`src/rtl/csvtok_pkg.sv`:
```
package csvtok_pkg;

    localparam int MAX_LEADING_SPACES = 32;
    localparam int SPACE_CNT_W = $clog2(MAX_LEADING_SPACES + 1);
    localparam int SPACE_IDX_W = (MAX_LEADING_SPACES > 1) ? $clog2(MAX_LEADING_SPACES) : 1;

    localparam logic REQ_BYTE = 1'b0;
    localparam logic REQ_END  = 1'b1;

    localparam logic [1:0] KIND_DATA      = 2'd0;
    localparam logic [1:0] KIND_FIELD_END = 2'd1;
    localparam logic [1:0] KIND_REC_END   = 2'd2;
    localparam logic [1:0] KIND_ERROR     = 2'd3;

    localparam logic [2:0] ERR_NONE        = 3'd0;
    localparam logic [2:0] ERR_STRAY_QUOTE = 3'd1;
    localparam logic [2:0] ERR_AFTER_CLOSE = 3'd2;
    localparam logic [2:0] ERR_UNCLOSED    = 3'd3;
    localparam logic [2:0] ERR_WS_OVERFLOW = 3'd4;

    typedef struct packed {
        logic       req_type;
        logic [7:0] in_byte;
    } req_t;

    typedef struct packed {
        logic [1:0]  kind;
        logic [7:0]  out_byte;
        logic [2:0]  error_code;
        logic [31:0] record_count;
        logic        last_of_run;
    } res_t;

    // controller -> datapath
    typedef struct packed {
        logic accept;
        logic load_direct;
        logic load_space;
        logic load_final;
    } dp_cmd_t;

    // datapath -> controller
    typedef struct packed {
        logic emit;        // request yields a result
        logic flush;       // buffered whitespace goes out first
        logic flush_last;  // flush index at last buffered entry
    } dp_status_t;

endpackage

```
`src/rtl/csvtok_datapath.sv`:
```
module csvtok_datapath (
    input  logic                   aclk,
    input  logic                   aresetn,
    input  csvtok_pkg::req_t       s_data,
    input  csvtok_pkg::dp_cmd_t    cmd,
    output csvtok_pkg::dp_status_t status,
    output csvtok_pkg::res_t       m_data
);
    import csvtok_pkg::*;

    localparam logic [2:0] MODE_START  = 3'd0;
    localparam logic [2:0] MODE_UNQ    = 3'd1;
    localparam logic [2:0] MODE_INQ    = 3'd2;
    localparam logic [2:0] MODE_QSEEN  = 3'd3;
    localparam logic [2:0] MODE_CLOSED = 3'd4;
    localparam logic [2:0] MODE_SKIP   = 3'd5;

    localparam logic [7:0] CH_QUOTE = 8'h22;
    localparam logic [7:0] CH_COMMA = 8'h2C;
    localparam logic [7:0] CH_CR    = 8'h0D;
    localparam logic [7:0] CH_LF    = 8'h0A;
    localparam logic [7:0] CH_SPACE = 8'h20;
    localparam logic [7:0] CH_TAB   = 8'h09;

    logic [2:0]                    mode_reg, mode_next;
    logic                          qne_reg, qne_next;
    logic                          acr_reg, acr_next;
    logic                          ropen_reg, ropen_next;
    logic [SPACE_CNT_W-1:0]        pcount_reg, pcount_next;
    logic [31:0]                   records_reg, records_next;
    logic [SPACE_IDX_W-1:0]        flush_idx_reg;
    logic [MAX_LEADING_SPACES-1:0] kinds_reg;
    res_t                          final_reg;
    res_t                          out_reg;

    logic       emit;
    logic       kind_wr;
    logic [1:0] res_kind;
    logic [7:0] res_byte;
    logic [2:0] res_err;
    logic       dec_flush;
    res_t       dec_res;
    res_t       space_res;

    always_comb begin
        logic [7:0] b;
        logic       is_ws;
        logic       is_brk;
        logic [2:0] eff;
        logic       do_fail;
        logic [2:0] fail_code;

        b         = s_data.in_byte;
        is_ws     = (b == CH_SPACE) || (b == CH_TAB);
        is_brk    = (b == CH_CR) || (b == CH_LF);
        eff       = mode_reg;
        do_fail   = 1'b0;
        fail_code = ERR_NONE;

        mode_next    = mode_reg;
        qne_next     = qne_reg;
        acr_next     = acr_reg;
        ropen_next   = ropen_reg;
        pcount_next  = pcount_reg;
        records_next = records_reg;
        kind_wr      = 1'b0;
        emit         = 1'b0;
        res_kind     = KIND_DATA;
        res_byte     = 8'd0;
        res_err      = ERR_NONE;

        if (s_data.req_type == REQ_END) begin
            acr_next = 1'b0;
            if (mode_reg == MODE_SKIP) begin
                mode_next   = MODE_START;
                pcount_next = '0;
                qne_next    = 1'b0;
                ropen_next  = 1'b0;
            end else if (mode_reg == MODE_INQ) begin
                do_fail   = 1'b1;
                fail_code = ERR_UNCLOSED;
                eff       = MODE_START;
            end else if (!ropen_reg) begin
                mode_next   = MODE_START;
                pcount_next = '0;
                qne_next    = 1'b0;
            end else begin
                mode_next    = MODE_START;
                pcount_next  = '0;
                qne_next     = 1'b0;
                records_next = records_reg + 32'd1;
                ropen_next   = 1'b0;
                emit         = 1'b1;
                res_kind     = KIND_REC_END;
            end
        end else begin
            acr_next = 1'b0;
            if (acr_reg && (b == CH_LF)) begin
                // LF of a CRLF pair: already counted
            end else if (mode_reg == MODE_SKIP) begin
                if (is_brk) begin
                    records_next = records_reg + 32'd1;
                    acr_next     = (b == CH_CR);
                    mode_next    = MODE_START;
                    ropen_next   = 1'b0;
                end
            end else begin
                ropen_next = 1'b1;
                if (mode_reg == MODE_INQ) begin
                    if (b == CH_QUOTE) begin
                        mode_next = MODE_QSEEN;
                    end else begin
                        qne_next = 1'b1;
                        emit     = 1'b1;
                        res_byte = b;
                    end
                end else if ((mode_reg == MODE_QSEEN) && (b == CH_QUOTE)) begin
                    qne_next  = 1'b1;
                    mode_next = MODE_INQ;
                    emit      = 1'b1;
                    res_byte  = b;
                end else begin
                    eff       = (mode_reg == MODE_QSEEN) ? MODE_CLOSED : mode_reg;
                    mode_next = eff;
                    if (b == CH_COMMA) begin
                        pcount_next = '0;
                        qne_next    = 1'b0;
                        mode_next   = MODE_START;
                        emit        = 1'b1;
                        res_kind    = KIND_FIELD_END;
                    end else if (is_brk) begin
                        pcount_next  = '0;
                        qne_next     = 1'b0;
                        mode_next    = MODE_START;
                        records_next = records_reg + 32'd1;
                        ropen_next   = 1'b0;
                        acr_next     = (b == CH_CR);
                        emit         = 1'b1;
                        res_kind     = KIND_REC_END;
                    end else if (eff == MODE_CLOSED) begin
                        if (is_ws) begin
                            // trailing whitespace dropped
                        end else if (b == CH_QUOTE) begin
                            if (qne_reg) begin
                                do_fail   = 1'b1;
                                fail_code = ERR_STRAY_QUOTE;
                            end else begin
                                // "" followed by a quote reopens the field
                                mode_next = MODE_INQ;
                            end
                        end else begin
                            do_fail   = 1'b1;
                            fail_code = ERR_AFTER_CLOSE;
                        end
                    end else if (eff == MODE_UNQ) begin
                        if (b == CH_QUOTE) begin
                            do_fail   = 1'b1;
                            fail_code = ERR_STRAY_QUOTE;
                        end else begin
                            emit     = 1'b1;
                            res_byte = b;
                        end
                    end else begin
                        mode_next = MODE_START;
                        if (is_ws) begin
                            if (pcount_reg >= SPACE_CNT_W'(MAX_LEADING_SPACES)) begin
                                do_fail   = 1'b1;
                                fail_code = ERR_WS_OVERFLOW;
                            end else begin
                                kind_wr     = 1'b1;
                                pcount_next = pcount_reg + SPACE_CNT_W'(1);
                            end
                        end else if (b == CH_QUOTE) begin
                            pcount_next = '0;
                            qne_next    = 1'b0;
                            mode_next   = MODE_INQ;
                        end else begin
                            pcount_next = '0;
                            mode_next   = MODE_UNQ;
                            emit        = 1'b1;
                            res_byte    = b;
                        end
                    end
                end
            end
        end

        if (do_fail) begin
            pcount_next = '0;
            qne_next    = 1'b0;
            ropen_next  = 1'b0;
            mode_next   = (s_data.req_type == REQ_END) ? MODE_START : MODE_SKIP;
            emit        = 1'b1;
            res_kind    = KIND_ERROR;
            res_err     = fail_code;
        end
    end

    // buffered whitespace is only ever non-empty at field start
    assign dec_flush = emit && (res_kind != KIND_ERROR) && (pcount_reg != '0);

    always_comb begin
        dec_res.kind         = res_kind;
        dec_res.out_byte     = res_byte;
        dec_res.error_code   = res_err;
        dec_res.record_count = records_next;
        dec_res.last_of_run  = 1'b1;

        space_res.kind         = KIND_DATA;
        space_res.out_byte     = kinds_reg[flush_idx_reg] ? CH_TAB : CH_SPACE;
        space_res.error_code   = ERR_NONE;
        space_res.record_count = records_reg;
        space_res.last_of_run  = 1'b0;
    end

    always_ff @(posedge aclk) begin
        if (!aresetn) begin
            mode_reg      <= MODE_START;
            qne_reg       <= 1'b0;
            acr_reg       <= 1'b0;
            ropen_reg     <= 1'b0;
            pcount_reg    <= '0;
            records_reg   <= '0;
            flush_idx_reg <= '0;
        end else begin
            if (cmd.accept) begin
                mode_reg      <= mode_next;
                qne_reg       <= qne_next;
                acr_reg       <= acr_next;
                ropen_reg     <= ropen_next;
                flush_idx_reg <= '0;
                // on a flush, count and buffer stay until the closing result leaves
                if (!dec_flush) begin
                    pcount_reg  <= pcount_next;
                    records_reg <= records_next;
                end
            end
            if (cmd.load_space) begin
                flush_idx_reg <= flush_idx_reg + SPACE_IDX_W'(1);
            end
            if (cmd.load_final) begin
                pcount_reg  <= '0;
                records_reg <= final_reg.record_count;
            end
        end
    end

    always_ff @(posedge aclk) begin
        if (cmd.accept && kind_wr) begin
            kinds_reg[pcount_reg[SPACE_IDX_W-1:0]] <= (s_data.in_byte == CH_TAB);
        end
        if (cmd.accept) begin
            final_reg <= dec_res;
        end
        if (cmd.load_direct) begin
            out_reg <= dec_res;
        end else if (cmd.load_space) begin
            out_reg <= space_res;
        end else if (cmd.load_final) begin
            out_reg <= final_reg;
        end
    end

    assign status.emit       = emit;
    assign status.flush      = dec_flush;
    assign status.flush_last =
        ((SPACE_CNT_W'(flush_idx_reg) + SPACE_CNT_W'(1)) == pcount_reg);
    assign m_data = out_reg;

endmodule

```
`src/rtl/csvtok_ctrl.sv`:
```
module csvtok_ctrl (
    input  logic                   aclk,
    input  logic                   aresetn,
    input  logic                   s_valid,
    output logic                   s_ready,
    output logic                   m_valid,
    input  logic                   m_ready,
    input  csvtok_pkg::dp_status_t status,
    output csvtok_pkg::dp_cmd_t    cmd
);
    import csvtok_pkg::*;

    localparam logic [1:0] ST_IDLE  = 2'd0;
    localparam logic [1:0] ST_FLUSH = 2'd1;
    localparam logic [1:0] ST_FINAL = 2'd2;

    logic [1:0] state_reg, state_next;
    logic       m_valid_reg, m_valid_next;
    logic       out_free;
    logic       accept;

    assign out_free = !m_valid_reg || m_ready;
    assign s_ready  = (state_reg == ST_IDLE) && out_free;
    assign accept   = s_valid && s_ready;

    always_comb begin
        cmd.accept      = accept;
        cmd.load_direct = accept && status.emit && !status.flush;
        cmd.load_space  = (state_reg == ST_FLUSH) && out_free;
        cmd.load_final  = (state_reg == ST_FINAL) && out_free;

        m_valid_next = (m_valid_reg && !m_ready) || cmd.load_direct ||
                       cmd.load_space || cmd.load_final;

        state_next = state_reg;
        case (state_reg)
            ST_IDLE: begin
                if (accept && status.flush) begin
                    state_next = ST_FLUSH;
                end
            end
            ST_FLUSH: begin
                if (out_free && status.flush_last) begin
                    state_next = ST_FINAL;
                end
            end
            ST_FINAL: begin
                if (out_free) begin
                    state_next = ST_IDLE;
                end
            end
            default: begin
                state_next = ST_IDLE;
            end
        endcase
    end

    always_ff @(posedge aclk) begin
        if (!aresetn) begin
            state_reg   <= ST_IDLE;
            m_valid_reg <= 1'b0;
        end else begin
            state_reg   <= state_next;
            m_valid_reg <= m_valid_next;
        end
    end

    assign m_valid = m_valid_reg;

endmodule

```
`src/rtl/csv_record_tokenizer_top.sv`:
```
// CSV record tokenizer.
// Input channel (s_valid/s_ready/s_data): one request per text byte, or an
// end-of-input request. Output channel (m_valid/m_ready/m_data): content
// bytes, field-end and record-end marks and error reports, in order; the
// last result caused by a request carries last_of_run.
// A result that no flush holds back is valid in the cycle after its request
// is accepted. Requests with no result are absorbed without a stall.
// Throughput: one request per cycle while the receiver keeps up. With N
// buffered spaces/tabs ahead of a field, its first result is held back;
// the N blanks from the whitespace buffer, then the closing result, leave
// one per cycle while the receiver keeps up; no request is taken meanwhile.
// The output register parts the two sides: a new request is taken in the
// same cycle the waiting result leaves. While m_ready is low, the result
// holds and s_ready drops once the register is full.
// Reset (aresetn low, synchronous): parser returns to field start, record
// count cleared, output register emptied. No clearing pass is needed.
module csv_record_tokenizer_top (
    input  logic             aclk,
    input  logic             aresetn,
    input  logic             s_valid,
    output logic             s_ready,
    input  csvtok_pkg::req_t s_data,
    output logic             m_valid,
    input  logic             m_ready,
    output csvtok_pkg::res_t m_data
);
    import csvtok_pkg::*;

    dp_cmd_t    cmd;
    dp_status_t status;

    csvtok_ctrl u_ctrl (
        .aclk    (aclk),
        .aresetn (aresetn),
        .s_valid (s_valid),
        .s_ready (s_ready),
        .m_valid (m_valid),
        .m_ready (m_ready),
        .status  (status),
        .cmd     (cmd)
    );

    csvtok_datapath u_datapath (
        .aclk    (aclk),
        .aresetn (aresetn),
        .s_data  (s_data),
        .cmd     (cmd),
        .status  (status),
        .m_data  (m_data)
    );

endmodule

```
`config.mk`:
```
export PLATFORM = sky130hd
export DESIGN_NAME = csv_record_tokenizer_top
export DESIGN_NICKNAME = d
export VERILOG_FILES = /design/src/rtl/csvtok_pkg.sv /design/src/rtl/csvtok_datapath.sv /design/src/rtl/csvtok_ctrl.sv /design/src/rtl/csv_record_tokenizer_top.sv
export SDC_FILE = /design/constraint.sdc
export NUM_CORES = 1
export LEC_CHECK = 0
export BUFFER_PORTS_ARGS = -buffer_cell sky130_fd_sc_hd__buf_2
export CAP_MARGIN = 15
export CORE_MARGIN = 3
export CORE_UTILIZATION = 50
export CTS_CLUSTER_SIZE = 40
export DETAILED_ROUTE_END_ITERATION = 8
export PLACE_DENSITY = 0.75
export SLEW_MARGIN = 20
export SYNTH_ARGS = -nofsm -noshare
export SYNTH_HDL_FRONTEND = slang
export SYNTH_HIERARCHICAL = 1
export SYNTH_SLANG_ARGS = --single-unit
```
`constraint.sdc`:
```
create_clock -name aclk -period 10.5 [get_ports aclk]
set_input_delay 0 -clock aclk [delete_from_list [all_inputs] [get_ports aclk]]
set_output_delay 0 -clock aclk [all_outputs]
set_load 0.005 [all_outputs]
```
Word level (Yosys, flattened, before mapping) --
Cells that the tools add are included.
Word-level totals: word-level logic and storage cells 278, register bits after elaboration 175, output and inout port bits 48, input bits 13
Operators by class: order comparisons 4, multiplexer cells 177, reduce and logical (&&, ||, !) cells 38, $add $sub $neg 4, bitwise logic cells 2, equality and inequality tests 34
Operators with widths (count):
- 32-bit two-way mux | 13
- 46-bit two-way mux | 3
- 3-bit two-way mux | 34
- 6-bit two-way mux | 15
- 8-bit two-way mux | 11
- 1-bit two-way mux | 78
- 2-bit two-way mux | 17
- 32-bit by 1-bit adder with 32-bit output, second input constant | 1
- 32-bit bitwise mux | 1
- 8-bit by 4-bit equality test with 1-bit output, second input constant | 3
- 8-bit by 6-bit equality test with 1-bit output, second input constant | 3
- 1-bit logical AND | 15
- 7-bit by 3-bit inequality test with 1-bit output, second input constant | 2
- 5-bit by 6-bit less-than comparator with 1-bit output, second input constant | 2
- 3-bit inequality test, second input constant | 4
- 4-bit by 3-bit inequality test with 1-bit output, second input constant | 3
- 5-bit two-way mux | 2
- 5-bit by 3-bit inequality test with 1-bit output, second input constant | 2
- 10-bit AND reduction | 1
- 9-bit AND reduction | 1
- 2-bit inequality test, second input constant | 4
- 7-bit by 6-bit inequality test with 1-bit output, second input constant | 1
- 7-bit nonzero test | 1
- 5-bit by 1-bit adder with 6-bit output, second input constant | 1
- 29 further kinds | 41

Longest topological paths before layout --
depth after elaboration 21, depth in mapped cells 17, gate-level depth less buffers 13

Cells and area by module --
Netlist, hierarchy kept.
By module, submodules not included:
- csvtok_datapath | seq. area each 4664.5 sq um, area each 9152.5 sq um, cells an instance 927, times used 1
- csvtok_ctrl | seq. area each 60.1 sq um, area each 195.2 sq um, cells an instance 21, times used 1

Worst setup path after synthesis --
OpenSTA, ideal clock, no wires.
path kind flip-flop to flip-flop, start point register u_datapath.mode_reg[2], end point register u_datapath.out_reg (netlist bit u_datapath/m_data[10]) (enable), slack 6.254 ns, buffers on the path 5, data arrival time 3.683 ns, period minus slack after synthesis 4.246 ns, required time 9.937 ns, setup time 0.563 ns, stages on the path, launching flop included 17, path through dfxtp_1 -> clkbuf_1 -> or3b_2 -> nand2_1 -> nor4b_1 -> nor2_1 -> and2_1 -> clkbuf_1 -> o22ai_1 -> o21ai_0 -> buf_4 -> nand3b_1 -> nor4_2 -> clkbuf_1 -> nor2_1 -> clkbuf_1 -> nand2_1
RTL lines:
- start, declared | RTL line csvtok_datapath.sv:25 | logic [2:0] mode_reg, mode_next;
- start signal, assigned | RTL line csvtok_datapath.sv:227 | mode_reg <= mode_next;
- end signal, assigned | RTL line csvtok_datapath.sv:256 | out_reg <= dec_res;
- end signal, assigned | RTL line csvtok_datapath.sv:258 | out_reg <= space_res;
- end signal, assigned | RTL line csvtok_datapath.sv:260 | out_reg <= final_reg;
- end, declared | RTL line csvtok_datapath.sv:34 | res_t out_reg;

==> impl_metrics.toml <==
[outcome]
status = "complete, no violations"

[cells_and_area]
antenna_cells = 0
final_layout_size_suffix_gt1_frac = 0.137
multi_input_area_um2 = 4270
layout_common_cells = "edfxtp_1 (122), nor2_1 (105), nand2_1 (76)"
final_cell_area_um2 = 10400
register_area_um2 = 4720
final_common_cell = "edfxtp_1"
final_nets = 986
utilization = 0.571
area_delta_synth_final_pct = 10.8
n_fill_cell = 1546
largest_reg_flops = 46

[pwr]
p_leak_uw = 0.00338
vdd_drop_max_v = 0.000125
power_density_nw_per_um2 = 145
total_power_uw = 1500

[synthesis]
yosys_most_used_dff = "edfxtp_1"
yosys-top-cells-area = "edfxtp_1 (39%), dfxtp_1 (11%), nor2_1 (4.2%)"
synth_fa_ha_area_frac = 0.00803
synthArstFlopShare = 0
avgSynthCellArea_um2 = 9.86
yosys.area.top_type = "edfxtp_1"
yosysSeqAreaShare = 0.505
ys_types = 77
synth_edf_count = 122
yosysWarnings = 6
synthCells = 948
netlist_area_um2 = 9350
ys_seq_elements = 175
synth_top_family_by_area = "simple AND/OR/NAND/NOR gates"
synth_fp_nets = 967
synth_simple_gate_area_frac = 0.209
synth_compound_area_frac = 0.158
synthXorXnorAreaFrac = 0.0412
synth_top_area_share = 0.392
synth_mux_area_frac = 0.0391

[worst_setup_path]
start_kind = "flop"
r2r_end = "u_datapath/m_data[1]"
worstSetupPathType = "reg2reg"
worstSetupEndpoint = "u_datapath/m_data[1]"
crit_required_ps = 10570
path_max_fanout = 84
crit_path_start = "u_datapath/mode_reg[2]"
reg2reg_setup_slack_ps = 5630
arrival_ps = 4940
reg2regPathDepth = 12
crit_path_end_kind = "flop"
reg2reg_from = "u_datapath/mode_reg[2]"

[clock_tree]
clkTransAtPathRegs_ps = 70
cts_setup_buffers = 0
cts_resized = 0
clkSinkCount = 175
htree_levels = 4
cts_buffers = 17
cts-root-to-sink-buffers = 2
cts_tree = "done"
cts-root-buf = "clkbuf_16"
worst_skew_pair.late_latency_ps = 440
hold_buffers = 6

[timing]
tightest_slew_ps = 1060
relSlewSlack = 0.293
fmax_ghz = 0.205
clock_skew_ps = 15.0
rsz0062_at_grt = "no"
finalSetupViolations = 0
finalWorstPathRequiredPeriod_ps = 4870
finalCritPeriodShare = 0.464
fin_tns_setup_ps = 0
setup_ws_ps = 5630
drv_slew = 0
hold_violations = 0

[floorplan]
core_um2 = 18100
top_level_ports = 61
dieArea_um2 = 20400
std_cell_rows = 49
initial_core_util = 0.515
die_h_um = 143
die_w_um = 143

[route]
wirelength_um = 22900
wire_per_inst_um = 18.9
viasPerCell = 6.13
drc = 0
num_vias = 7413
ant_nets = 0
drtIter0Drc = 777
first_pass_iters = 5

[global_routing]
track_usage = 0.224
grt.overflow.total = 0
grt_pass1_vias = 6660
antenna_found_initial = 0
grt_max_degree = 85
grt_pass1_wl_um = 36000

[job]
maxCapViolCount = 0

[placement]
portBuffers = 60
hpwl_um = 14600
routabilityCongestion = 0.905
pre_cts_slack_ps = 5300
post_dp_cell_area_um2 = 9700

[hold_path]
min_path_type = "in2reg"
==> power breakdown <==
| group | switching, uW | leakage (uW) | internal (uW) |
|---|---|---|---|
| clock network | 302 | 0.000285 | 319 |
| logic | 70.2 | 0.00155 | 36.0 |
| registers | 9.10 | 0.00155 | 762 |
| total | 382 | 0.00338 | 1120 |
==> worst max-delay path, stage by stage, from the launching register on <==
cell,delay [ps]
dfxtp_1,730
nand3b_1,330
or3_1,150
a21oi_1,80
nor3_1,440
o32ai_2,140
buf_4,230
or2_2,340
nand3b_1,210
nor4_4,140
buf_4,670
nor2_1,410
nand2_4,620
==> cell type report <==
class                           instances  share of cell area
Timing Repair Buffer                   75              0.0413
Sequential cell                       175               0.456
Tap cell                              229              0.0277
Clock inverter                         15              0.0162
Multi-Input combinational cell        684               0.412
Inverter                               14             0.00507
Clock buffer                           17              0.0411
==> routing by layer <==
layer | vias to the layer above | global-route usage | part of all wire
met5 | - | 0 | 0
met4 | 0 | 0.0590 | 0.012
met3 | 21 | 0.0422 | 0.061
met2 | 278 | 0.329 | 0.45
met1 | 3574 | 0.341 | 0.48
li1 | 3540 | - | -
==> per-stage QoR <==
stage / cells / hold slack [ps]
after detailed placement: 1171 / 311
final: 1209 / 36.8
after CTS: 1209 / 17.5
after global routing: 1209 / 50.3
after floorplan: 948 / 134
after global placement: 1171 / 312
==> cells in the mapped netlist, types with 10 or more instances <==
library cell / instances
nor4_1: 15
o22ai_1: 19
clkbuf_1: 57
a21oi_1: 58
dfxtp_1: 53
nand2_1: 77
and2_1: 18
a31oi_1: 16
nand3_1: 38
nor2b_1: 17
nor3_1: 19
mux2i_1: 14
edfxtp_1: 122
nor2_1: 105
mux4_2: 10
or3_1: 15
xnor2_1: 40
nand4_1: 16
o21ai_0: 68
inv_1: 14
==> worst min path at each step <==
stage	startpoint	endpoint	slack [ps]	depth (start not counted)
finish	s_data[0]	u_datapath/final_reg[36]	40	2
global route	s_data[0]	u_datapath/final_reg[36]	50	2
CTS	s_data[0]	u_datapath/final_reg[36]	20	2
detailed placement	s_valid	u_ctrl/state_reg[0]	310	2
global placement	s_valid	u_ctrl/state_reg[0]	310	2
floorplan	aresetn	u_ctrl/m_valid	130	1
==> cells by family (layout without fill, tap and decap cells) <==
family                     after synthesis  after routing
and+or+nand+nor                        379            379
AOI/OAI and AO/OA                      231            231
DFF                                    175            175
buffers and inverters                   89            121
xor gates and xnor gates                44             44
muxes                                   24             24
adders and majority gates                6              6
Power figures use the tool's default switching activity.
